==> src/hdl/line_segment_orientation_unit_defines.svh <==
// Assertion macros for the line segment orientation unit.
// Define ASSERT_OFF to compile the checks away; no other dependencies.
`ifndef LINE_SEGMENT_ORIENTATION_UNIT_DEFINES_SVH
`define LINE_SEGMENT_ORIENTATION_UNIT_DEFINES_SVH
`ifndef ASSERT_OFF
`define LSO_ASSERT(lbl, clk, rstn, prop, msg) \
  lbl: assert property (@(posedge clk) disable iff (!rstn) prop) else $error(msg);
`define LSO_ASSERT_NEXT(lbl, clk, rstn, ante, cons, msg) \
  lbl: assert property (@(posedge clk) disable iff (!rstn) (ante) |=> (cons)) else $error(msg);
`else
`define LSO_ASSERT(lbl, clk, rstn, prop, msg)
`define LSO_ASSERT_NEXT(lbl, clk, rstn, ante, cons, msg)
`endif
`endif

==> src/hdl/lso_pkg.sv <==
// Shared constants, types and the arctangent table of the orientation unit.
// No dependencies.
`default_nettype none
package lso_pkg;

  localparam int unsigned COORD_WIDTH_DEF   = 16;
  localparam int unsigned ANGLE_WIDTH_DEF   = 16;
  localparam int unsigned CORDIC_STAGES_DEF = 16;

  // datapath widths: x/y carry the prescaled differences, z is in units pi = 2^31
  localparam int unsigned CORDIC_W = 64;
  localparam int unsigned ZW       = 34;
  localparam int unsigned ATAN_N   = 32;

  localparam logic signed [ZW-1:0] HALF_TURN = ZW'(64'd1 << 31);

  // atan(2^-i), pi = 2^31
  localparam logic [31:0] ATAN_LUT [ATAN_N] = '{
    32'd536870912, 32'd316933406, 32'd167458907, 32'd85004756, 32'd42667331,
    32'd21354465, 32'd10679838, 32'd5340245, 32'd2670163, 32'd1335087,
    32'd667544, 32'd333772, 32'd166886, 32'd83443, 32'd41722, 32'd20861,
    32'd10430, 32'd5215, 32'd2608, 32'd1304, 32'd652, 32'd326, 32'd163,
    32'd81, 32'd41, 32'd20, 32'd10, 32'd5, 32'd3, 32'd1, 32'd1, 32'd0
  };

  typedef struct packed {
    logic                       vert;
    logic                       horiz;
    logic signed [CORDIC_W-1:0] x;
    logic signed [CORDIC_W-1:0] y;
    logic signed [ZW-1:0]       z;
  } lso_stage_t;

endpackage
`default_nettype wire

==> src/hdl/lso_post.sv <==
// Exit stage: special cases, fold into [0, pi), round (or widen) to the output width.
// Uses lso_pkg.
`default_nettype none
module lso_post #(
  parameter int unsigned ANGLE_WIDTH = lso_pkg::ANGLE_WIDTH_DEF
) (
  input  wire logic                    clk_i,
  input  wire logic                    rst_ni,
  input  wire logic                    en_i,
  input  wire logic                    vld_i,
  input  wire lso_pkg::lso_stage_t     stage_i,
  output logic                         vld_o,
  output logic [ANGLE_WIDTH-1:0]       orientation_o
);
  localparam int unsigned ZW = lso_pkg::ZW;
  localparam logic [ANGLE_WIDTH-1:0] VERT_ANGLE = ANGLE_WIDTH'(1) << (ANGLE_WIDTH - 1);

  logic signed [ZW-1:0]   z_wrap, z_fold;
  logic [ANGLE_WIDTH-1:0] angle_rnd, orientation_d, orientation_q;
  logic                   vld_q;

  assign z_wrap = stage_i.z + lso_pkg::HALF_TURN;

  always_comb begin
    if (!stage_i.z[ZW-1]) begin
      z_fold = stage_i.z;
    end else if (!z_wrap[ZW-1]) begin
      z_fold = z_wrap;
    end else begin
      z_fold = '0;
    end
  end

  if (ANGLE_WIDTH < 31) begin : g_round
    localparam int unsigned     SH   = 31 - ANGLE_WIDTH;
    localparam logic [ZW:0]     BIAS = (ZW + 1)'(1) << (SH - 1);
    logic [ZW:0] z_sum, z_shr;
    assign z_sum     = {1'b0, z_fold} + BIAS;
    assign z_shr     = z_sum >> SH;
    // a result rounded up to pi drops out of the mask and wraps to zero
    assign angle_rnd = z_shr[ANGLE_WIDTH-1:0];
  end else begin : g_widen
    logic [ZW:0] z_shl;
    assign z_shl     = {1'b0, z_fold} << (ANGLE_WIDTH - 31);
    assign angle_rnd = z_shl[ANGLE_WIDTH-1:0];
  end

  always_comb begin
    priority if (stage_i.vert) begin
      orientation_d = VERT_ANGLE;
    end else if (stage_i.horiz) begin
      orientation_d = '0;
    end else begin
      orientation_d = angle_rnd;
    end
  end

  always_ff @(posedge clk_i or negedge rst_ni) begin
    if (!rst_ni) begin
      vld_q <= 1'b0;
    end else if (en_i) begin
      vld_q <= vld_i;
    end
  end

  always_ff @(posedge clk_i) begin
    if (en_i) begin
      orientation_q <= orientation_d;
    end
  end

  assign vld_o         = vld_q;
  assign orientation_o = orientation_q;
endmodule
`default_nettype wire

==> config.mk <==
export PLATFORM = sky130hd
export DESIGN_NAME = lso_post
export DESIGN_NICKNAME = d
export VERILOG_FILES = /design/src/hdl/line_segment_orientation_unit_defines.svh /design/src/hdl/lso_pkg.sv /design/src/hdl/lso_post.sv
export SDC_FILE = /design/constraint.sdc
export NUM_CORES = 1
export LEC_CHECK = 0
export BUFFER_PORTS_ARGS = -buffer_cell sky130_fd_sc_hd__buf_2
export CORE_AREA = 2 2 71 73
export CTS_CLUSTER_SIZE = 12
export DETAILED_ROUTE_END_ITERATION = 7
export DIE_AREA = 0 0 73 75
export PLACE_DENSITY = 0.76
export SYNTH_ARGS = -nofsm -noshare
export SYNTH_HDL_FRONTEND = slang
export SYNTH_SLANG_ARGS = --single-unit
==> constraint.sdc <==
create_clock -name clk_i -period 2.05 [get_ports clk_i]
set_input_delay 0.41 -clock clk_i [delete_from_list [all_inputs] [get_ports clk_i]]
set_output_delay 0.41 -clock clk_i [all_outputs]
set_load 0.005 [all_outputs]
==> flow_summary.ini <==
[run_status]
status = complete, no violations

[detailed_routing]
final_antenna_net_count = 0
finalWirelength_um = 2450
vias_per_cell = 4.56
detail_route.drc_violations = 0
drt_iter0_drc = 61
num_vias = 902
drt-wirelength-per-cell_um = 12.4
detailedRoute.firstPassIterationCount = 4

[sta]
timing.clock.skew_ps = 0
timing.final.setup_violations = 0
worst_slew_margin_rel_pct = 63.3
clock.fmax_mhz = 544
finalHoldViolations = 0
period_needed_ps = 1840
grt_setup_unrepaired = no
timing.final.max_slew_violations = 0
worst_pin_slew_ps = 549
totalNegativeSetupSlack_ps = 0
final.period_utilization_pct = 89.7

[logic_synthesis]
syn-mean-instance-area_um2 = 10.6
postSynthCellCount = 95
yosysUniqueCellTypes = 35
synth_edf_count = 16
synth_compound_gate_area_share_pct = 12.2
syn_nets = 264
yosys.area_share.simple_pct = 26.8
synth_adder_area_share_pct = 1.24
yosys.area.top_type = sky130_fd_sc_hd__edfxtp_1
synthArstFlopShare_pct = 5.88
yosys-top-cells-count = sky130_fd_sc_hd__edfxtp_1 (16), sky130_fd_sc_hd__nand2_1 (8), sky130_fd_sc_hd__a21oi_1 (7), sky130_fd_sc_hd__nor2_1 (7), sky130_fd_sc_hd__nand3_1 (6)
synth_area_leaders = sky130_fd_sc_hd__edfxtp_1 (48%), sky130_fd_sc_hd__a21oi_1 (3.5%), sky130_fd_sc_hd__xor2_1 (3.5%)
synthMuxAreaShare_pct = 2.11
synth_top_family_by_area = simple AND/OR/NAND/NOR gates
ys_seq_area_share_pct = 50.2
synth_top_cell_area_share_pct = 47.7
synth-warning-count = 0
most_common_cell_in_the_netlist = sky130_fd_sc_hd__edfxtp_1
ys_seq_elements = 17
synth-main-ff-cell = sky130_fd_sc_hd__edfxtp_1
syn-cell-area_um2 = 1010
fraction_of_synthesized_cell_area_in_xor_and_xnor_cells_pct = 5.22

[layout]
layout.filler_cells = 501
layout-drive-gt1-share_pct = 42.4
final_core_utilization_pct = 29.2
diodes = 0
area_taken_by_multi_input_logic_gates_um2 = 488
design.final.nets = 314
area_delta_synth_final_pct = 35.0
sequential_cell_area_um2 = 505

[power]
static-leakage-power_uw = 0.000532
irDropWorstVdd_v = 0.000157
total_power_uw = 801
power_per_cell_area_nw_per_um2 = 589

[global_route]
grt_remaining_overflow = 0
antenna_found_initial = 0
first_pass_grt_wire_length_um = 4000
track_usage_pct = 9.90
grt_pass1_vias = 906
grt_max_degree = 18

[die]
start_util_pct = 21.6
die_area_um2 = 5480
core_area_um2 = 4660
std_cell_rows = 25
fp.dieH_um = 75
io_pins = 185
width_of_the_die_um = 73

[place]
placement.io_buffers = 42
post-dp-hpwl_um = 1970
gpl.final_weighted_congestion = 0.808

[clock_network]
htree_levels = 1
cts_resized = 0
clk_transition_reported_paths_ps = 60
clk_latency_ps = 260
clkSinkCount = 17
cts_tree = yes
cts_root_buf = sky130_fd_sc_hd__clkbuf_8
tritoncts.num_buffers = 3
cts_max_path_buffers = 2

[setup_path]
worst_ep_required_time_ps = 2150
path_class = primary input to register
start_kind = primary input
endpoint_kind = register
timing.critical_path.arrival_ps = 1940
cpMaxStageDelayCell = sky130_fd_sc_hd__or3_2
cpLargestDelayFamily = simple AND/OR/NAND/NOR gates
path_max_fanout = 8
cp_cell_sequence = buf_2 > a21bo_4 > and2_1 > ha_2 > and3_4 > nand4_4 > or3_2 > a21oi_1
timing.critical_path.buf_inv = 1
max_stage_delay_ps = 470

[run]
cap_viol_max_count = 0

[worst_hold_path]
min_path_type = primary input to register
[final cells by class]
type,instances,share of cell area (%)
multi-input cells,74,35.9
well taps,54,4.97
inverters,3,0.828
clock buffers,4,3.31
flip-flops and latches,17,37.2
repair buffers,46,17.8
[cell families (layout without fill, tap and decap cells)]
kind of cell,count (synthesis),after routing
buffers and inverters,4,53
adders and majority gates,1,1
muxes,2,2
DFF,17,17
and+or+nand+nor,46,46
AOI/OAI and AO/OA,19,19
xor gates and xnor gates,6,6
[placed cells by master, fill, tap and decap left out, types with 2 or more instances in the layout]
master	n
sky130_fd_sc_hd__buf_2	42
sky130_fd_sc_hd__edfxtp_1	16
sky130_fd_sc_hd__nand2_1	8
sky130_fd_sc_hd__nor2_1	7
sky130_fd_sc_hd__a21oi_1	7
sky130_fd_sc_hd__nand3_1	6
sky130_fd_sc_hd__o21ai_0	4
sky130_fd_sc_hd__or3_1	4
sky130_fd_sc_hd__xor2_1	4
sky130_fd_sc_hd__and2_1	3
sky130_fd_sc_hd__inv_1	3
sky130_fd_sc_hd__nand4_1	3
sky130_fd_sc_hd__clkbuf_8	3
sky130_fd_sc_hd__buf_4	3
sky130_fd_sc_hd__or3_2	2
sky130_fd_sc_hd__nor4_1	2
sky130_fd_sc_hd__xnor2_1	2
sky130_fd_sc_hd__or2_2	2
sky130_fd_sc_hd__or4_1	2
sky130_fd_sc_hd__o211ai_1	2
[where the power goes]
part | switching [uW] | total [uW] | internal (uW)
combinational | 71.1 | 133 | 62.2
clock | 118 | 256 | 138
sequential | 4.95 | 411 | 406
[flip-flops by register name, summed over array words and instances, names as in the netlist]
register,cells
orientation_o,16
vld_o,1
[final timing paths]
path	from	depth (start not counted)	slack (ps)	to
min reg2reg	vld_o	1	510	vld_o
max in group asynchronous	rst_ni	2	1510	vld_o
min	vld_i	2	390	vld_o
min in group asynchronous	rst_ni	2	460	vld_o
max reg2reg	vld_o	1	1310	vld_o
max	stage_i[33]	8	210	orientation_o[11]
[what timing repair did]
| item | 4_1_cts | 5_1_grt |
|---|---|---|
| hold endpoints to repair | 1 | 0 |
| hold buffers | 1 | 0 |
| setup buffers | 0 | 0 |
[per-stage QoR]
stage | area (um^2) | setup WS, ps | instances | hold slack, ps
2_1_floorplan | 1020 | 8.03 | 95 | 114
3_3_place_gp | 1310 | -35.8 | 193 | 189
3_5_place_dp | 1310 | -71.0 | 193 | 187
4_1_cts | 1360 | 193 | 198 | 391
5_1_grt | 1360 | 75.7 | 198 | 388
6_report | 1360 | 211 | 198 | 388
[layer usage]
layer,global-route usage (%),vias up,share of wire [%]
met5,0,-,0
met3,2.81,5,7.9
li1,-,458,-
met4,6.79,0,2.9
met1,11.3,404,45
met2,16.1,35,44
No activity file was read; power rests on OpenSTA's default activity.
