## src/hdl/line_segment_orientation_unit_defines.svh

```systemverilog
// Assertion macros for the line segment orientation unit.
// Define ASSERT_OFF to compile the checks away; no other dependencies.
`ifndef LINE_SEGMENT_ORIENTATION_UNIT_DEFINES_SVH
`define LINE_SEGMENT_ORIENTATION_UNIT_DEFINES_SVH
`ifndef ASSERT_OFF
`define LSO_ASSERT(lbl, clk, rstn, prop, msg) \
  lbl: assert property (@(posedge clk) disable iff (!rstn) prop) else $error(msg);
`define LSO_ASSERT_NEXT(lbl, clk, rstn, ante, cons, msg) \
  lbl: assert property (@(posedge clk) disable iff (!rstn) (ante) |=> (cons)) else $error(msg);
`else
`define LSO_ASSERT(lbl, clk, rstn, prop, msg)
`define LSO_ASSERT_NEXT(lbl, clk, rstn, ante, cons, msg)
`endif
`endif

```

## src/hdl/lso_pkg.sv

```systemverilog
// Shared constants, types and the arctangent table of the orientation unit.
// No dependencies.
`default_nettype none
package lso_pkg;

  localparam int unsigned COORD_WIDTH_DEF   = 16;
  localparam int unsigned ANGLE_WIDTH_DEF   = 16;
  localparam int unsigned CORDIC_STAGES_DEF = 16;

  // datapath widths: x/y carry the prescaled differences, z is in units pi = 2^31
  localparam int unsigned CORDIC_W = 64;
  localparam int unsigned ZW       = 34;
  localparam int unsigned ATAN_N   = 32;

  localparam logic signed [ZW-1:0] HALF_TURN = ZW'(64'd1 << 31);

  // atan(2^-i), pi = 2^31
  localparam logic [31:0] ATAN_LUT [ATAN_N] = '{
    32'd536870912, 32'd316933406, 32'd167458907, 32'd85004756, 32'd42667331,
    32'd21354465, 32'd10679838, 32'd5340245, 32'd2670163, 32'd1335087,
    32'd667544, 32'd333772, 32'd166886, 32'd83443, 32'd41722, 32'd20861,
    32'd10430, 32'd5215, 32'd2608, 32'd1304, 32'd652, 32'd326, 32'd163,
    32'd81, 32'd41, 32'd20, 32'd10, 32'd5, 32'd3, 32'd1, 32'd1, 32'd0
  };

  typedef struct packed {
    logic                       vert;
    logic                       horiz;
    logic signed [CORDIC_W-1:0] x;
    logic signed [CORDIC_W-1:0] y;
    logic signed [ZW-1:0]       z;
  } lso_stage_t;

endpackage
`default_nettype wire

```

## src/hdl/lso_prep.sv

```systemverilog
// Entry stage: end point differences, flip to the right half plane, prescale.
// Uses lso_pkg.
`default_nettype none
module lso_prep #(
  parameter int unsigned COORD_WIDTH = lso_pkg::COORD_WIDTH_DEF
) (
  input  wire logic                          clk_i,
  input  wire logic                          rst_ni,
  input  wire logic                          en_i,
  input  wire logic                          vld_i,
  input  wire logic signed [COORD_WIDTH-1:0] start_column_i,
  input  wire logic signed [COORD_WIDTH-1:0] start_row_i,
  input  wire logic signed [COORD_WIDTH-1:0] end_column_i,
  input  wire logic signed [COORD_WIDTH-1:0] end_row_i,
  output logic                               vld_o,
  output lso_pkg::lso_stage_t                stage_o
);
  localparam int unsigned CW       = lso_pkg::CORDIC_W;
  localparam int unsigned DW       = COORD_WIDTH + 1;
  localparam int unsigned PRESCALE = 58 - COORD_WIDTH;

  logic signed [DW-1:0] dx, dy, dx_abs, dy_adj;
  logic                 vld_q;
  lso_pkg::lso_stage_t  stage_d, stage_q;

  assign dx = DW'(end_column_i) - DW'(start_column_i);
  assign dy = DW'(end_row_i) - DW'(start_row_i);

  // leftward segments: negate both, angle mod pi unchanged
  always_comb begin
    if (dx[DW-1]) begin
      dx_abs = -dx;
      dy_adj = -dy;
    end else begin
      dx_abs = dx;
      dy_adj = dy;
    end
  end

  always_comb begin
    stage_d.vert  = (dx == '0);
    stage_d.horiz = (dy == '0);
    stage_d.x     = CW'(dx_abs) <<< PRESCALE;
    stage_d.y     = CW'(dy_adj) <<< PRESCALE;
    stage_d.z     = '0;
  end

  always_ff @(posedge clk_i or negedge rst_ni) begin
    if (!rst_ni) begin
      vld_q <= 1'b0;
    end else if (en_i) begin
      vld_q <= vld_i;
    end
  end

  always_ff @(posedge clk_i) begin
    if (en_i) begin
      stage_q <= stage_d;
    end
  end

  assign vld_o   = vld_q;
  assign stage_o = stage_q;
endmodule
`default_nettype wire

```

## config.mk

```make
export PLATFORM = sky130hd
export DESIGN_NAME = lso_prep
export DESIGN_NICKNAME = d
export VERILOG_FILES = /design/src/hdl/line_segment_orientation_unit_defines.svh /design/src/hdl/lso_pkg.sv /design/src/hdl/lso_prep.sv
export SDC_FILE = /design/constraint.sdc
export NUM_CORES = 1
export LEC_CHECK = 0
export BUFFER_PORTS_ARGS = -buffer_cell sky130_fd_sc_hd__buf_2
export CORE_MARGIN = 3
export CORE_UTILIZATION = 40
export DETAILED_ROUTE_END_ITERATION = 8
export PLACE_DENSITY = 0.8
export SLEW_MARGIN = 10
export SYNTH_ARGS = -nofsm -noshare
export SYNTH_HDL_FRONTEND = slang
export SYNTH_SLANG_ARGS = --single-unit
```

## constraint.sdc

```tcl
create_clock -name clk_i -period 1.4 [get_ports clk_i]
set_input_delay 0.14 -clock clk_i [delete_from_list [all_inputs] [get_ports clk_i]]
set_output_delay 0.14 -clock clk_i [all_outputs]
set_load 0.02 [all_outputs]
```

==> flow_summary.yaml, run 1 <==
run_status:
  violations: "negative setup slack"
  status: "finished, violations left"
cells_and_area:
  fin_nets: 846
  final_cell_area_um2: 6411
  final_cell_mix: "conb_1, buf_4, buf_2, inv_1, edfxtp_1"
  post-route-util_pct: 58.88
  antennaDiodeCount: 0
  nFillCells: 880
  area_growth_pct: 42.93
  final_common_cell: "conb_1"
  drive_above_1_share_pct: 45.81
worst_setup_path:
  arrival_ns: 2.64
  worst-setup-path-type: "primary input to register"
  crit_path_end_kind: "register"
  critPathMaxFanout: 5
  required_ns: 1.44
  cp-start-kind: "primary input"
yosys:
  synth_cell_types: 58
  synth_edf_count: 36
  synth.top_cell.area_share_pct: 24.10
  synth_warnings: 0
  synth_ff_type: "edfxtp_1"
  synth_async_sr_flop_share_pct: 2.703
  ys_seq_area_share_pct: 24.66
  synth.area.top_cells: "edfxtp_1, buf_4, ha_1, xnor2_1, xor2_1"
  syn-cell-area_um2: 4486
  yosys.area.top_type: "edfxtp_1"
  syn_inst: 512
  avgSynthCellArea_um2: 8.761
  postSynthRegisterBits: 37
placed_design:
  dpl-instance-area_um2: 5708
  place_congestion: 0.8637
  portBuffers: 114
  pre_cts_slack_ns: -1.709
  dpl.hpwl_um: 8483
timing:
  rsz0062_at_grt: "true"
  tightestPinTransition_ns: 0.5123
  fin_skew_ns: 0
  fmax_mhz: 384.4
  fin_crit_sh_pct: 185.8
  worst_slack_ns: -1.201
  slew-limit-headroom_pct: 65.48
  fin_crit_ns: 2.601
  hold_ws_ns: 0.08560
  slew_viol_final: 0
  hold_viol: 0
  setup_viol: 34
floorplanning:
  start_util_pct: 41.20
  rows: 38
  core_um2: 10890
  io_pins: 233
  die_area_um2: 12520
  dieHeight_um: 111.9
  die_w_um: 111.9
grt:
  grt_max_degree: 38
  grt_util_all_layers_pct: 15.58
  grt.overflow.total: 0
  antenna_found_initial: 0
  grt_first_pass_wirelength_um: 16280
  grt_pass1_vias: 3628
routing:
  drt_pass1_iterations: 4
  routed_wl_um: 10810
  drt-vias-per-instance: 4.500
  remaining_drc_errors: 0
  drtIter0Drc: 154
  vias: 3960
  antenna_left: 0
  wl_per_cell_um: 12.28
cts:
  clk_latency_ns: 0.29
  root_buffer: "clkbuf_8"
  h-tree-depth: 2
  cts.path.max_buffers: 2
  cts_tree: "built"
  cts.sinks: 37
  cts-buffers-inserted: 5
  clk_pin_slew_ns: 0.08
power:
  power_mw: 5.889
  irDropWorstVdd_uv: 677.9
  p_leak_nw: 3.220
  p_per_area_nw_per_um2: 918.5
min_path:
  worstHoldPathType: "primary input to register"
run:
  maxCapViolCount: 0
logic make-up (layout without fill, tap and decap cells):
family                     Yosys count  count (layout)  share of synthesized area [%]
adders and majority gates           39              39                          11.21
muxes                                5               5                          1.199
DFF                                 37              37                          24.66
other                                1             118                        0.08360
buffers and inverters              183             294                          26.47
AOI/OAI and AO/OA                   96              96                          14.84
and+or+nand+nor                     99              99                          11.38
xor gates and xnor gates            52              52                          10.15
layout make-up:
cell class	instances	area [µm²]	area share, %
Multi-Input combinational cell	409	3186	49.69
Timing Repair Buffer	240	1649	25.72
Inverter	46	205.2	3.201
Clock buffer	5	68.82	1.073
Clock inverter	3	21.27	0.3318
Sequential cell	37	1106	17.25
Tap cell	140	175.2	2.732
cells in the mapped netlist, drive strengths merged, types with 2 or more instances:
library cell / n
buf: 134
inv: 46
ha: 37
a21oi: 36
edfxtp: 36
nor2: 34
xnor2: 27
xor2: 25
nand2: 14
o21ai: 11
a21o: 9
nor2b: 9
a31oi: 8
nor3: 8
nand2b: 7
nand3: 7
o21a: 6
nand4: 5
a211oi: 4
and3: 4
o31a: 4
clkbuf: 3
mux2: 3
o211ai: 3
a41oi: 2
and2: 2
and3b: 2
fa: 2
mux2i: 2
nor4: 2
o21bai: 2
worst max-delay path, cell delays in order:
cell     delay, ns
buf_8         0.11
inv_12        0.04
ha_4          0.11
inv_2         0.03
fa_2          0.33
a21o_1        0.18
a311o_2       0.41
o32ai_4       0.25
a21oi_2       0.09
a41oi_2       0.17
and3b_2       0.22
nand4_1       0.09
nor2_1        0.10
ha_1          0.23
nor2_1        0.10
a21oi_1       0.05
per-layer routing:
layer	GRT usage [%]	part of all wire (%)	vias up
li1	-	-	1952
met1	18.04	37	1820
met2	29.26	53	178
met3	3.424	9.0	10
met4	3.244	1.3	0
met5	0	0	-
per-stage QoR:
| step | cells | TNS (ns) |
|---|---|---|
| floorplan | 629 | -34.51 |
| global placement | 851 | -45.88 |
| detailed placement | 851 | -48.91 |
| CTS | 871 | -31.40 |
| global route | 880 | -36.14 |
| finish | 880 | -32.69 |
worst paths after layout:
kind / depth (start not counted) / slack (ns) / to / start
max in group asynchronous: 2 / 1.17 / vld_o$_DFFE_PN0P_ / rst_ni
setup / recovery: 16 / -1.20 / stage_o[92]$_DFFE_PP_ / end_row_i[0]
setup reg to reg: 1 / 0.65 / vld_o$_DFFE_PN0P_ / vld_o$_DFFE_PN0P_
hold / removal: 2 / 0.09 / vld_o$_DFFE_PN0P_ / vld_i
hold reg to reg: 1 / 0.52 / vld_o$_DFFE_PN0P_ / vld_o$_DFFE_PN0P_
min in group asynchronous: 2 / 0.15 / vld_o$_DFFE_PN0P_ / rst_ni
registers in the layout, indices dropped and copies added (netlist names):
register and count:
stage_o 36, vld_o 1
where the power goes:
group	switching [mW]	internal [mW]
clock	0.405	0.353
combinational	1.93	1.58
sequential	0.0846	1.54
timing repair:
item,in CTS,in global routing
pin swaps,37,35
endpoints found under the hold margin,1,0
cloned,2,0
resized for setup,52,37
hold buffers,1,0
setup endpoints to repair,34,34
setup buffers,11,12
Power figures use the tool's default switching activity.
==> inputs of run 2 (changes only) <==
CORE_MARGIN = 5   (was 3)
==> run 2 against run 1 <==
The flow still finishes with violations (negative setup slack). Non-clock buffer count decreased by 6. Power increased by 6.2%. Worst setup slack got worse by 0.066 ns. Combinational power decreased by 4%. Fmax decreased by 2.5%. Largest power group unchanged.
==> flow_summary.yaml, run 2 (synthesis gave the netlist of run 1 again) <==
timing:
  worst_slack_ns: -1.268
  setup-tns-final_ns: -31.46
  rsz0062_at_grt: "true"
  fin_crit_sh_pct: 190.5
  fmax_mhz: 374.9
  setup_viol: 34
  fin_skew_ns: 0
  hold_ws_ns: 0.1020
  slew_viol_final: 0
  fin_crit_ns: 2.668
  hold_viol: 0
floorplanning:
  rows: 38
  start_util_pct: 41.02
  core_um2: 10940
  io_pins: 233
  die_area_um2: 13430
  dieHeight_um: 115.9
  die_w_um: 115.9
cts:
  h-tree-depth: 2
  cts-buffers-inserted: 5
  root_buffer: "clkbuf_16"
  cts.path.max_buffers: 2
  clk_latency_ns: 0.27
  cts_tree: "built"
  clk_pin_slew_ns: 0.06
  cts.sinks: 37
worst_setup_path:
  regToRegSetupSlack_ns: 0.66
  worst-setup-path-type: "primary input to register"
  startpoint: "end_row_i[0]"
  arrival_ns: 2.70
  cp_num_cells: 16
  r2r_end: "vld_o$_DFFE_PN0P_"
  required_ns: 1.43
  cp_num_buf_inv: 3
  path_cells: "buf_8 -> inv_12 -> ha_4 -> inv_2 -> fa_2 -> a21o_1 -> a311o_1 -> o32ai_2 -> a21oi_2 -> a41oi_2 -> and3b_2 -> nand4_1 -> nor2_1 -> ha_1 -> nor2_1 -> a21oi_1"
  cp_slowest_cell: "a311o_1"
  cp-start-kind: "primary input"
  critPathMaxFanout: 4
  crit_path_end_kind: "register"
  critPathMaxStageDelay_ns: 0.39
  worstSetupEndpoint: "stage_o[92]$_DFFE_PP_"
  cpLargestDelayFamily: "compound AO/OA/AOI/OAI gates"
  cpMostUsedCell: "nor2_1"
  rr_worst_depth: 1
  reg2reg_from: "vld_o$_DFFE_PN0P_"
cells_and_area:
  multiInputGateArea_um2: 3063
  post-route-util_pct: 57.99
  fin_nets: 840
  final_cell_mix: "conb_1, buf_2, buf_4, inv_1, edfxtp_1"
  final_cells: 875
  nFillCells: 913
  regArea_um2: 1106
  final_common_cell: "conb_1"
  drive_above_1_share_pct: 44.01
  final_cell_area_um2: 6341
  area_growth_pct: 41.37
  largest_reg_flops: 36
power:
  power_mw: 6.252
  p_leak_nw: 3.174
  irDropWorstVdd_uv: 1007
  p_per_area_nw_per_um2: 986.0
run_status:
  status: "finished, violations left"
  violations: "negative setup slack"
routing:
  vias: 3984
  drt-vias-per-instance: 4.553
  remaining_drc_errors: 0
  drtIter0Drc: 149
  wl_per_cell_um: 12.76
  routed_wl_um: 11170
  drt_pass1_iterations: 4
  antenna_left: 0
grt:
  grt_max_degree: 19
  grt_first_pass_wirelength_um: 17090
  grt.overflow.total: 0
  grt_pass1_vias: 3951
  grt_util_all_layers_pct: 15.66
  antenna_found_initial: 2
placed_design:
  pre_cts_slack_ns: -1.690
  dpl-instance-area_um2: 5673
  portBuffers: 114
  place_congestion: 0.8655
  dpl.hpwl_um: 8843
  dp.cells: 848
min_path:
  worstHoldPathType: "primary input to register"
run:
  maxCapViolCount: 0
==> run 2: cell types whose count changed in the layout (fill, tap and decap cells not counted), sizes merged <==
| cell | before | now |
|---|---|---|
| diode | 0 | 1 |
| inv | 47 | 46 |
| clkinvlp | 1 | 0 |
| clkbuf | 5 | 6 |
| buf | 239 | 233 |
| bufinv | 0 | 1 |
==> run 2: repair_timing <==
| item | 4_1_cts | 5_1_grt |
|---|---|---|
| endpoints found under the hold margin | 1 | 0 |
| pin swaps | 49 | 22 |
| buffers inserted | 13 | 6 |
| hold buffers | 1 | 0 |
| gates cloned | 2 | 0 |
| setup endpoints to repair | 34 | 34 |
| resized for setup | 57 | 12 |
==> run 2: final cells by class <==
type                    count  area share, %
diodes                      1        0.03946
clock buffers               6          2.032
clock inverters             2         0.5525
inverters                  46          3.236
multi-input cells         409          48.30
flip-flops and latches     37          17.44
well taps                 140          2.762
repair buffers            234          25.63
==> run 2: worst min-delay path by stage <==
stage,from,to,slack [ns],cells after the start
final,vld_i,vld_o$_DFFE_PN0P_,0.10,2
after global routing,vld_i,vld_o$_DFFE_PN0P_,0.10,2
after CTS,vld_i,vld_o$_DFFE_PN0P_,0.1,2
after detailed placement,rst_ni,vld_o$_DFFE_PN0P_,-0.08,1
after global placement,rst_ni,vld_o$_DFFE_PN0P_,-0.08,1
after floorplan,rst_ni,vld_o$_DFFE_PN0P_,-0.16,0
==> run 2: power breakdown <==
part           total, mW  internal (mW)  switching [mW]
sequential          1.62           1.54          0.0816
combinational       3.37           1.50            1.88
clock               1.26          0.837           0.423
total               6.25           3.87            2.38
==> run 2: layer usage <==
metal / up-vias / routed length [µm] / track usage [%] / part of all wire [%]
li1: 1951 / - / - / -
met1: 1830 / 4241 / 18.30 / 38
met2: 177 / 5782 / 29.11 / 52
met3: 24 / 862 / 2.715 / 7.7
met4: 2 / 267 / 4.640 / 2.4
met5: - / 13 / 0 / 0.12
